<file path="src/rtl/core/bsm_pkg.sv">
// Package with the sizes, types and state codes shared by the batch statistics block.
package bsm_pkg;

  localparam int unsigned COUNT   = 7;
  localparam int unsigned SampW   = 16;
  localparam int unsigned CntW    = $clog2(COUNT + 1);
  localparam int unsigned SumW    = SampW + CntW;
  localparam int unsigned SqW     = 2 * SampW + CntW;
  localparam int unsigned NumW    = 2 * SumW;
  localparam int unsigned DvW     = 2 * CntW;
  localparam int unsigned DivCntW = $clog2(NumW + 1);
  localparam int unsigned RootW   = 32;

  typedef struct packed {
    logic ins;
    logic shift;
  } cell_ctrl_t;

  typedef enum logic [7:0] {
    ST_LOAD   = 8'b0000_0001,
    ST_DRAIN  = 8'b0000_0010,
    ST_MUL    = 8'b0000_0100,
    ST_VSTART = 8'b0000_1000,
    ST_VWAIT  = 8'b0001_0000,
    ST_MSTART = 8'b0010_0000,
    ST_MWAIT  = 8'b0100_0000,
    ST_FIN    = 8'b1000_0000
  } state_e;

endpackage

</file>
<file path="src/rtl/core/bsm_cell.sv">
// One cell of the sorting chain: holds one sample and trades it with its neighbors.
module bsm_cell (
  input  logic                         clk_i,
  input  logic                         rst_ni,
  input  bsm_pkg::cell_ctrl_t          ctrl_i,
  input  logic signed [bsm_pkg::SampW-1:0] x_i,
  input  logic signed [bsm_pkg::SampW-1:0] prev_val_i,
  input  logic                         prev_vld_i,
  input  logic                         prev_gt_i,
  input  logic signed [bsm_pkg::SampW-1:0] next_val_i,
  input  logic                         next_vld_i,
  output logic signed [bsm_pkg::SampW-1:0] val_o,
  output logic                         vld_o,
  output logic                         gt_o
);

  logic signed [bsm_pkg::SampW-1:0] val_q, val_d;
  logic                             vld_q, vld_d;

  assign gt_o  = !vld_q || (val_q > x_i);
  assign val_o = val_q;
  assign vld_o = vld_q;

  always_comb begin
    val_d = val_q;
    vld_d = vld_q;
    if (ctrl_i.ins && gt_o) begin
      if (prev_gt_i) begin
        val_d = prev_val_i;
        vld_d = prev_vld_i;
      end else begin
        val_d = x_i;
        vld_d = 1'b1;
      end
    end else if (ctrl_i.shift) begin
      val_d = next_val_i;
      vld_d = next_vld_i;
    end
  end

  always_ff @(posedge clk_i or negedge rst_ni) begin
    if (!rst_ni) begin
      vld_q <= 1'b0;
    end else begin
      vld_q <= vld_d;
    end
  end

  always_ff @(posedge clk_i) begin
    val_q <= val_d;
  end

endmodule

</file>
<file path="src/rtl/core/bsm_div.sv">
// Restoring unsigned divider that produces one quotient bit per cycle.
module bsm_div (
  input  logic                       clk_i,
  input  logic                       rst_ni,
  input  logic                       start_i,
  input  logic [bsm_pkg::NumW-1:0]   dividend_i,
  input  logic [bsm_pkg::DvW-1:0]    divisor_i,
  output logic                       busy_o,
  output logic [bsm_pkg::NumW-1:0]   quotient_o
);

  logic                            busy_q;
  logic [bsm_pkg::DivCntW-1:0]     cnt_q;
  logic [bsm_pkg::DvW-1:0]         rem_q;
  logic [bsm_pkg::DvW-1:0]         dvs_q;
  logic [bsm_pkg::NumW-1:0]        quo_q;
  logic [bsm_pkg::DvW:0]           trial;
  logic                            ge;

  assign trial      = {rem_q, quo_q[bsm_pkg::NumW-1]};
  assign ge         = trial >= {1'b0, dvs_q};
  assign busy_o     = busy_q;
  assign quotient_o = quo_q;

  always_ff @(posedge clk_i or negedge rst_ni) begin
    if (!rst_ni) begin
      busy_q <= 1'b0;
      cnt_q  <= '0;
    end else if (start_i) begin
      busy_q <= 1'b1;
      cnt_q  <= bsm_pkg::DivCntW'(bsm_pkg::NumW);
    end else if (busy_q) begin
      cnt_q <= cnt_q - 1'b1;
      if (cnt_q == bsm_pkg::DivCntW'(1)) begin
        busy_q <= 1'b0;
      end
    end
  end

  always_ff @(posedge clk_i) begin
    if (start_i) begin
      rem_q <= '0;
      dvs_q <= divisor_i;
      quo_q <= dividend_i;
    end else if (busy_q) begin
      rem_q <= ge ? bsm_pkg::DvW'(trial - {1'b0, dvs_q}) : trial[bsm_pkg::DvW-1:0];
      quo_q <= {quo_q[bsm_pkg::NumW-2:0], ge};
    end
  end

endmodule

</file>
<file path="src/rtl/core/bsm_sqrt.sv">
// Iterative integer square root that settles two radicand bits per cycle.
module bsm_sqrt (
  input  logic                      clk_i,
  input  logic                      rst_ni,
  input  logic                      start_i,
  input  logic [bsm_pkg::RootW-1:0] value_i,
  output logic                      busy_o,
  output logic [bsm_pkg::SampW-1:0] root_o
);

  logic                      busy_q;
  logic [bsm_pkg::RootW-1:0] v_q;
  logic [bsm_pkg::RootW-1:0] res_q;
  logic [bsm_pkg::RootW-1:0] bit_q;
  logic [bsm_pkg::RootW:0]   trial;
  logic                      ge;

  assign trial  = {1'b0, res_q} + {1'b0, bit_q};
  assign ge     = {1'b0, v_q} >= trial;
  assign busy_o = busy_q;
  assign root_o = res_q[bsm_pkg::SampW-1:0];

  always_ff @(posedge clk_i or negedge rst_ni) begin
    if (!rst_ni) begin
      busy_q <= 1'b0;
    end else if (start_i) begin
      busy_q <= 1'b1;
    end else if (busy_q && bit_q[0]) begin
      busy_q <= 1'b0;
    end
  end

  always_ff @(posedge clk_i) begin
    if (start_i) begin
      v_q   <= value_i;
      res_q <= '0;
      bit_q <= bsm_pkg::RootW'(1) << (bsm_pkg::RootW - 2);
    end else if (busy_q) begin
      if (ge) begin
        v_q   <= bsm_pkg::RootW'({1'b0, v_q} - trial);
        res_q <= (res_q >> 1) + bit_q;
      end else begin
        res_q <= res_q >> 1;
      end
      bit_q <= bit_q >> 2;
    end
  end

endmodule

</file>
<file path="src/rtl/core/batch_statistics_with_median.sv">
// Top level of the batch statistics block: sorting chain, accumulators and result sequencing.
//
// Channel  Dir  Width  Contents
// s_axis   in   16+1   tdata: sample; tlast: last sample of the batch
// m_axis   out  112    tdata: minimum, maximum, mean, variance, std_dev, median
//
// Each of the first COUNT samples of a batch is inserted into the sorted cell chain as it arrives;
// later samples of the batch are accepted and dropped. After the last sample the chain drains
// into the accumulators, then two products are registered, the variance division runs, and
// the mean division and square root run together. Most of the processing time goes to the
// serial divider. Reset empties the chain and the result register.
// A stalled result stays in its register while the next batch loads.
module batch_statistics_with_median (
  input  logic          clk_i,
  input  logic          rst_ni,
  input  logic          s_axis_tvalid,
  output logic          s_axis_tready,
  input  logic [15:0]   s_axis_tdata,  // [15:0] sample
  input  logic          s_axis_tlast,
  output logic          m_axis_tvalid,
  input  logic          m_axis_tready,
  output logic [111:0]  m_axis_tdata   // minimum, maximum, mean, variance, std_dev, median
);

  localparam int unsigned N  = bsm_pkg::COUNT;
  localparam int unsigned SW = bsm_pkg::SampW;
  localparam int unsigned CW = bsm_pkg::CntW;

  bsm_pkg::state_e          state_q, state_d;
  logic [CW-1:0]            count_q, k_q;
  logic signed [bsm_pkg::SumW-1:0] sum_q;
  logic [bsm_pkg::SqW-1:0]  sumsq_q;
  logic signed [SW-1:0]     min_q, max_q, meda_q, medb_q;
  logic [bsm_pkg::NumW-1:0] prod_a_q, prod_b_q;
  logic [31:0]              var_q;
  logic                     out_valid_q;
  logic [111:0]             out_data_q;

  logic                     accept;
  bsm_pkg::cell_ctrl_t      ctrl;
  logic signed [SW-1:0]     x;
  logic signed [SW-1:0]     val [N];
  logic                     vld [N];
  logic                     gt  [N];
  logic signed [SW-1:0]     head;
  logic [2*SW-1:0]          head_sq;
  logic [bsm_pkg::NumW-1:0] nsq, ssq;
  logic [bsm_pkg::DvW-1:0]  nn;
  logic [bsm_pkg::SumW-1:0] abs_sum;

  logic                     div_start, div_busy, sqrt_start, sqrt_busy;
  logic [bsm_pkg::NumW-1:0] div_dividend, div_q;
  logic [bsm_pkg::DvW-1:0]  div_divisor;
  logic [31:0]              var_sat;
  logic [SW-1:0]            root;
  logic [SW-1:0]            mean_v;
  logic [SW:0]              pair;

  assign s_axis_tready = (state_q == bsm_pkg::ST_LOAD);
  assign accept        = s_axis_tvalid && s_axis_tready;
  assign x             = s_axis_tdata;
  assign ctrl.ins      = accept && (count_q < CW'(N));
  assign ctrl.shift    = (state_q == bsm_pkg::ST_DRAIN);

  for (genvar i = 0; i < N; i++) begin : g_cell
    bsm_cell u_cell (
      .clk_i      (clk_i),
      .rst_ni     (rst_ni),
      .ctrl_i     (ctrl),
      .x_i        (x),
      .prev_val_i ((i == 0) ? '0 : val[(i == 0) ? 0 : i-1]),
      .prev_vld_i ((i == 0) ? 1'b0 : vld[(i == 0) ? 0 : i-1]),
      .prev_gt_i  ((i == 0) ? 1'b0 : gt[(i == 0) ? 0 : i-1]),
      .next_val_i ((i == N-1) ? '0 : val[(i == N-1) ? i : i+1]),
      .next_vld_i ((i == N-1) ? 1'b0 : vld[(i == N-1) ? i : i+1]),
      .val_o      (val[i]),
      .vld_o      (vld[i]),
      .gt_o       (gt[i])
    );
  end

  assign head    = val[0];
  assign head_sq = $unsigned(32'(head) * 32'(head));
  assign nsq     = bsm_pkg::NumW'(count_q) * bsm_pkg::NumW'(sumsq_q);
  assign ssq     = $unsigned(bsm_pkg::NumW'(sum_q) * bsm_pkg::NumW'(sum_q));
  assign nn      = bsm_pkg::DvW'(count_q) * bsm_pkg::DvW'(count_q);
  assign abs_sum = sum_q[bsm_pkg::SumW-1] ? $unsigned(-sum_q) : $unsigned(sum_q);

  assign div_start    = (state_q == bsm_pkg::ST_VSTART) || (state_q == bsm_pkg::ST_MSTART);
  assign sqrt_start   = (state_q == bsm_pkg::ST_MSTART);
  assign div_dividend = (state_q == bsm_pkg::ST_VSTART) ?
                        ((prod_a_q >= prod_b_q) ? prod_a_q - prod_b_q : '0) :
                        bsm_pkg::NumW'(abs_sum);
  assign div_divisor  = (state_q == bsm_pkg::ST_VSTART) ? nn : bsm_pkg::DvW'(count_q);
  assign var_sat      = (|div_q[bsm_pkg::NumW-1:32]) ? 32'hFFFF_FFFF : div_q[31:0];

  bsm_div u_div (
    .clk_i      (clk_i),
    .rst_ni     (rst_ni),
    .start_i    (div_start),
    .dividend_i (div_dividend),
    .divisor_i  (div_divisor),
    .busy_o     (div_busy),
    .quotient_o (div_q)
  );

  bsm_sqrt u_sqrt (
    .clk_i   (clk_i),
    .rst_ni  (rst_ni),
    .start_i (sqrt_start),
    .value_i (var_sat),
    .busy_o  (sqrt_busy),
    .root_o  (root)
  );

  assign mean_v = sum_q[bsm_pkg::SumW-1] ? SW'(-div_q[SW-1:0]) : div_q[SW-1:0];
  assign pair   = {meda_q[SW-1], meda_q} + {medb_q[SW-1], medb_q};

  always_comb begin
    state_d = state_q;
    unique case (state_q)
      bsm_pkg::ST_LOAD:   if (accept && s_axis_tlast) state_d = bsm_pkg::ST_DRAIN;
      bsm_pkg::ST_DRAIN:  if (k_q == count_q - 1'b1) state_d = bsm_pkg::ST_MUL;
      bsm_pkg::ST_MUL:    state_d = bsm_pkg::ST_VSTART;
      bsm_pkg::ST_VSTART: state_d = bsm_pkg::ST_VWAIT;
      bsm_pkg::ST_VWAIT:  if (!div_busy) state_d = bsm_pkg::ST_MSTART;
      bsm_pkg::ST_MSTART: state_d = bsm_pkg::ST_MWAIT;
      bsm_pkg::ST_MWAIT:  if (!div_busy && !sqrt_busy) state_d = bsm_pkg::ST_FIN;
      bsm_pkg::ST_FIN:    if (!out_valid_q || m_axis_tready) state_d = bsm_pkg::ST_LOAD;
      default:            state_d = bsm_pkg::ST_LOAD;
    endcase
  end

  always_ff @(posedge clk_i or negedge rst_ni) begin
    if (!rst_ni) begin
      state_q     <= bsm_pkg::ST_LOAD;
      count_q     <= '0;
      k_q         <= '0;
      out_valid_q <= 1'b0;
    end else begin
      state_q <= state_d;
      if (ctrl.ins) begin
        count_q <= count_q + 1'b1;
      end
      if (accept && s_axis_tlast) begin
        k_q <= '0;
      end else if (state_q == bsm_pkg::ST_DRAIN) begin
        k_q <= k_q + 1'b1;
      end
      if (state_q == bsm_pkg::ST_FIN && state_d == bsm_pkg::ST_LOAD) begin
        count_q     <= '0;
        out_valid_q <= 1'b1;
      end else if (m_axis_tready) begin
        out_valid_q <= 1'b0;
      end
    end
  end

  always_ff @(posedge clk_i) begin
    if (accept && s_axis_tlast) begin
      sum_q   <= '0;
      sumsq_q <= '0;
    end
    if (state_q == bsm_pkg::ST_DRAIN) begin
      sum_q   <= sum_q + bsm_pkg::SumW'(head);
      sumsq_q <= sumsq_q + bsm_pkg::SqW'(head_sq);
      if (k_q == '0) min_q <= head;
      if (k_q == count_q - 1'b1) max_q <= head;
      if (k_q == ((count_q - 1'b1) >> 1)) meda_q <= head;
      if (k_q == (count_q >> 1)) medb_q <= head;
    end
    if (state_q == bsm_pkg::ST_MUL) begin
      prod_a_q <= nsq;
      prod_b_q <= ssq;
    end
    if (state_q == bsm_pkg::ST_MSTART) begin
      var_q <= var_sat;
    end
    if (state_q == bsm_pkg::ST_FIN && state_d == bsm_pkg::ST_LOAD) begin
      out_data_q <= {pair[SW:1], root, var_q, mean_v, max_q, min_q};
    end
  end

  assign m_axis_tvalid = out_valid_q;
  assign m_axis_tdata  = out_data_q;

  a_units_idle_in_load: assert property (@(posedge clk_i) disable iff (!rst_ni)
    (state_q == bsm_pkg::ST_LOAD) |-> (!div_busy && !sqrt_busy))
    else $error("arithmetic unit busy while loading");

  a_count_bound: assert property (@(posedge clk_i) disable iff (!rst_ni)
    count_q <= CW'(N))
    else $error("sample count beyond batch size");

  a_last_starts_drain: assert property (@(posedge clk_i) disable iff (!rst_ni)
    (accept && s_axis_tlast) |=> (state_q == bsm_pkg::ST_DRAIN && count_q != '0))
    else $error("last sample did not start the drain");

  a_head_valid_in_drain: assert property (@(posedge clk_i) disable iff (!rst_ni)
    (state_q == bsm_pkg::ST_DRAIN) |-> vld[0])
    else $error("drained an empty cell");

endmodule

</file>
<file path="config.mk">
export PLATFORM = sky130hd
export DESIGN_NAME = batch_statistics_with_median
export DESIGN_NICKNAME = d
export VERILOG_FILES = /design/src/rtl/core/bsm_pkg.sv /design/src/rtl/core/bsm_cell.sv /design/src/rtl/core/bsm_div.sv /design/src/rtl/core/bsm_sqrt.sv /design/src/rtl/core/batch_statistics_with_median.sv
export SDC_FILE = /design/constraint.sdc
export NUM_CORES = 2
export LEC_CHECK = 0
export BUFFER_PORTS_ARGS = -buffer_cell sky130_fd_sc_hd__clkbuf_2
export CAP_MARGIN = 0
export CORE_MARGIN = 2
export CORE_UTILIZATION = 59
export CTS_CLUSTER_DIAMETER = 100
export DETAILED_ROUTE_END_ITERATION = 8
export GPL_ROUTABILITY_DRIVEN = 1
export PLACE_DENSITY_LB_ADDON = 0.12
export SLEW_MARGIN = 30
export SYNTH_ARGS = -nofsm -noshare
export SYNTH_HDL_FRONTEND = slang
export SYNTH_SLANG_ARGS = --single-unit
</file>
<file path="constraint.sdc">
create_clock -name clk_i -period 8.85 [get_ports clk_i]
set_clock_uncertainty 0.1 [all_clocks]
set_input_delay 0.4425 -clock clk_i [delete_from_list [all_inputs] [get_ports clk_i]]
set_output_delay 0.4425 -clock clk_i [all_outputs]
set_load 0.05 [all_outputs]
</file>
==> summary.md <==
| Metric | Value |
|---|---|
| Relative slew slack | 33.7% |
| Worst Path Max Fanout | 19 |
| Critical Path Most Common Cell | fa_1 |
| Max Freq | 118 MHz |
| Clock Sinks | 609 |
| First-pass GRT wire length | 230,000 um |
| Synthesized Nets | 7,061 |
| Hold depth | 3 |
| Post-Synth Simple-Gate Area | 11.7% |
| Asr flop ratio synth | 4.93% |
| RSZ-0062 raised after global routing | true |
| Die width | 319 um |
| R2r worst-path depth | 33 |
| I/O pin count | 135 |
| Row cnt | 115 |
| Status | finished clean |
| Post-synth EDFFs | 525 |
| Clk slew on worst S/H paths | 0.06 ns |
| CP required | 9.22 ns |
| DRT Wirelength | 142,000 um |
| Starting Density | 59.6% |
| Max Slew Vio Count | 0 |
| Routability Congestion | 0.916 |
| CORE AREA | 0.0984 mm^2 |
| Crit start category | register |
| Ys Warns | 0 |
| Synth cell types | 93 |
| TritonRoute pass-1 iters | 6 |
| Vias in the first global route | 43,100 |
| Period minus WS final | 8.50 ns |
| CP Capture Type | register |
| Ratio of cells with drive above 1 in the final layout | 8.04% |
| Critical path's top delay family | adder cells |
| CTS root buf | clkbuf_16 |
| Hpwl dp | 113,000 um |
| Mux cell area share after synthesis | 2.26% |
| Nets@finish | 7,215 |
| Most frequent cells in the layout | inv_1, fa_1, ha_1 |
| Avg Cell Area, Syn | 9.97 um^2 |
| H-tree depth | 3 |
| Via count | 42,100 |
| GR Util All Layers | 28.4% |
| Crit path max-delay cell type | fa_1 |
| Sum Neg Setup Slack | 0 ns |
| Clk_lat worst skew | 0.66 ns |
| Final setup viols | 0 |
| Vias per cell | 5.70 |
| Period utilization | 96.0% |
| Commonest non-fill, non-tap cell in the layout | inv_1 |
| CTS Buffer Depth | 3 |
| Max stage delay on crit path | 0.54 ns |
| CP arrival | 8.86 ns |
| Register area share after synthesis | 30.0% |
| Area Overhead vs Synth | 8.83% |
| Die height | 319 um |
| Post-Synth XOR/XNOR Area | 4.85% |
| Wirelength per Cell | 19.2 um |
| Port bufs | 134 |
| Hold WC Path Type | in -> reg |
| Largest net degree at the start of global routing | 77 |
| Num CTS Buffers | 72 |
| DR iter-0 viols | 2,937 |
| Post-route DRC | 0 |
| Synth Register Bits | 609 |
| Crit path buf inv count | 6 |
| Actual slew at the worst max-slew pin | 0.994 ns |
| Antenna violations before repair | 2 |
| Critical path class | reg -> reg |
| Synth Area in Adders | 32.5% |
| Hold Vio Cnt, Final | 0 |
| Synthesized instance count | 5,884 |
| Overflow after GRT | 0 |
| CP Depth | 33 |
| Count of max-cap constraint violations | 0 |
| Main synth FF type | edfxtp_1 |
| Synth Cell Area | 0.0586 mm^2 |
| CTS tree | yes |
| Share of the synthesized area in compound gates (AO/OA/AOI/OAI) | 11.5% |
| Antenna viol nets, final | 0 |
| Largest family of logic cells by synthesized area | adder cells |
| Die area | 0.102 mm^2 |
-- sequential cells by signal, summed over array words and instances, names as in the netlist, 6 cells and up --
register and count:
max_q 16, u_sqrt.v_q 32, sum_q 19, u_sqrt.bit_q 16, u_sqrt.res_q 32, state_q 8
medb_q 16, meda_q 16, g_cell.u_cell.val_o 112, g_cell.u_cell.vld_o 7, u_div.rem_q 6, min_q 16
var_q 32, prod_b_q 37, u_div.dvs_q 6, sumsq_q 35, u_div.cnt_q 6, m_axis_tdata 112
prod_a_q 38, u_div.quotient_o 38
-- synthesized netlist by cell type, drive strengths merged, types with 12 or more instances --
cell,instances,area [um^2]
a211oi,50,375
a21o,119,893
a21oi,302,1520
a22oi,15,113
a31o,22,193
a31oi,37,246
and2,110,688
and3,25,156
buf,35,171
clkbuf,141,529
dfrtp,29,726
dfxtp,54,1080
edfxtp,525,15800
fa,609,12200
ha,547,6840
inv,927,3480
mux2,19,214
mux2i,111,1110
nand2,542,2030
nand2b,53,332
nand3,70,350
nand4,41,257
nor2,407,1530
nor2b,54,338
nor3,58,290
nor3b,14,110
nor4,12,75.1
o211ai,19,143
o21a,63,473
o21ai,277,1390
o21bai,36,270
o31ai,20,150
or2,40,250
or3,22,138
xnor2,217,1900
xor2,108,946
-- what timing repair did --
item                       4_1_cts  5_1_grt
hold buffers                     3        0
buffers inserted                 0        7
hold endpoints to repair        31        0
setup endpoints to repair        0        5
resized for setup                0       23
-- layer usage --
metal / GRT usage (%) / vias to the layer above / routed length [um]
met5: 0 / - / 0
met4: 9.30 / 0 / 4510
met3: 3.25 / 228 / 7230
met2: 48.8 / 1020 / 70200
met1: 37.5 / 20800 / 59800
li1: - / 20000 / -
-- final timing paths --
path / start / endpoint / slack (ns)
min: m_axis_tready / m_axis_tvalid$_DFFE_PN0P_ / 0.06
max: g_cell[0].u_cell.val_o[3]$_DFFE_PP_ / sumsq_q[34]$_SDFFCE_PN0P_ / 0.35
min in group asynchronous: rst_ni / g_cell[6].u_cell.vld_o$_DFFE_PN0P_ / 0.30
max reg2reg: g_cell[0].u_cell.val_o[3]$_DFFE_PP_ / sumsq_q[34]$_SDFFCE_PN0P_ / 0.35
min reg2reg: max_q[6]$_DFFE_PP_ / m_axis_tdata[22]$_DFFE_PP_ / 0.32
max in group asynchronous: rst_ni / u_sqrt.busy_o$_DFFE_PN0P_ / 7.81
-- worst reg2reg max path: cells and delay by family, from the launching register on --
kind	cells	cell delay [ns]
compound gates	9	1.65
xor+xnor	1	0.09
fa+ha+maj	8	3.65
buf+inv	6	0.46
flops	1	0.43
simple gates	9	1.95
-- cell families after synthesis --
group                    Yosys count
multiplexers                     130
AO/OA/AOI/OAI                   1067
XOR/XNOR                         325
adder cells (fa/ha/maj)         1156
AND/OR/NAND/NOR                 1487
buffers and inverters           1110
flip-flops                       609
-- metrics by stage --
stage                     area, um^2  setup WS, ns  hold slack [ns]  cells  util (%)
after floorplan                58600        0.0966           0.0469   5884         -
after global placement         61100         0.255            0.301   7239      62.1
after detailed placement       61200         0.149            0.305   7241      62.2
after CTS                      63700         0.108           0.0405   7375      64.7
after global routing           63800       -0.0347           0.0695   7383      64.8
final                          63800         0.351           0.0610   7384      64.9
-- layout make-up --
class	count	area (um^2)
fill	7992	34600
sequential	609	17600
clock inverter	37	484
multi-input combinational	4165	37000
tap	1287	1610
inverter	934	3510
antenna	2	5.00
clock buffer	94	1980
timing repair buffer	256	1660
Power is not shown: default switching activity piles up to over one toggle a cycle in this logic, so the estimate is an artifact.
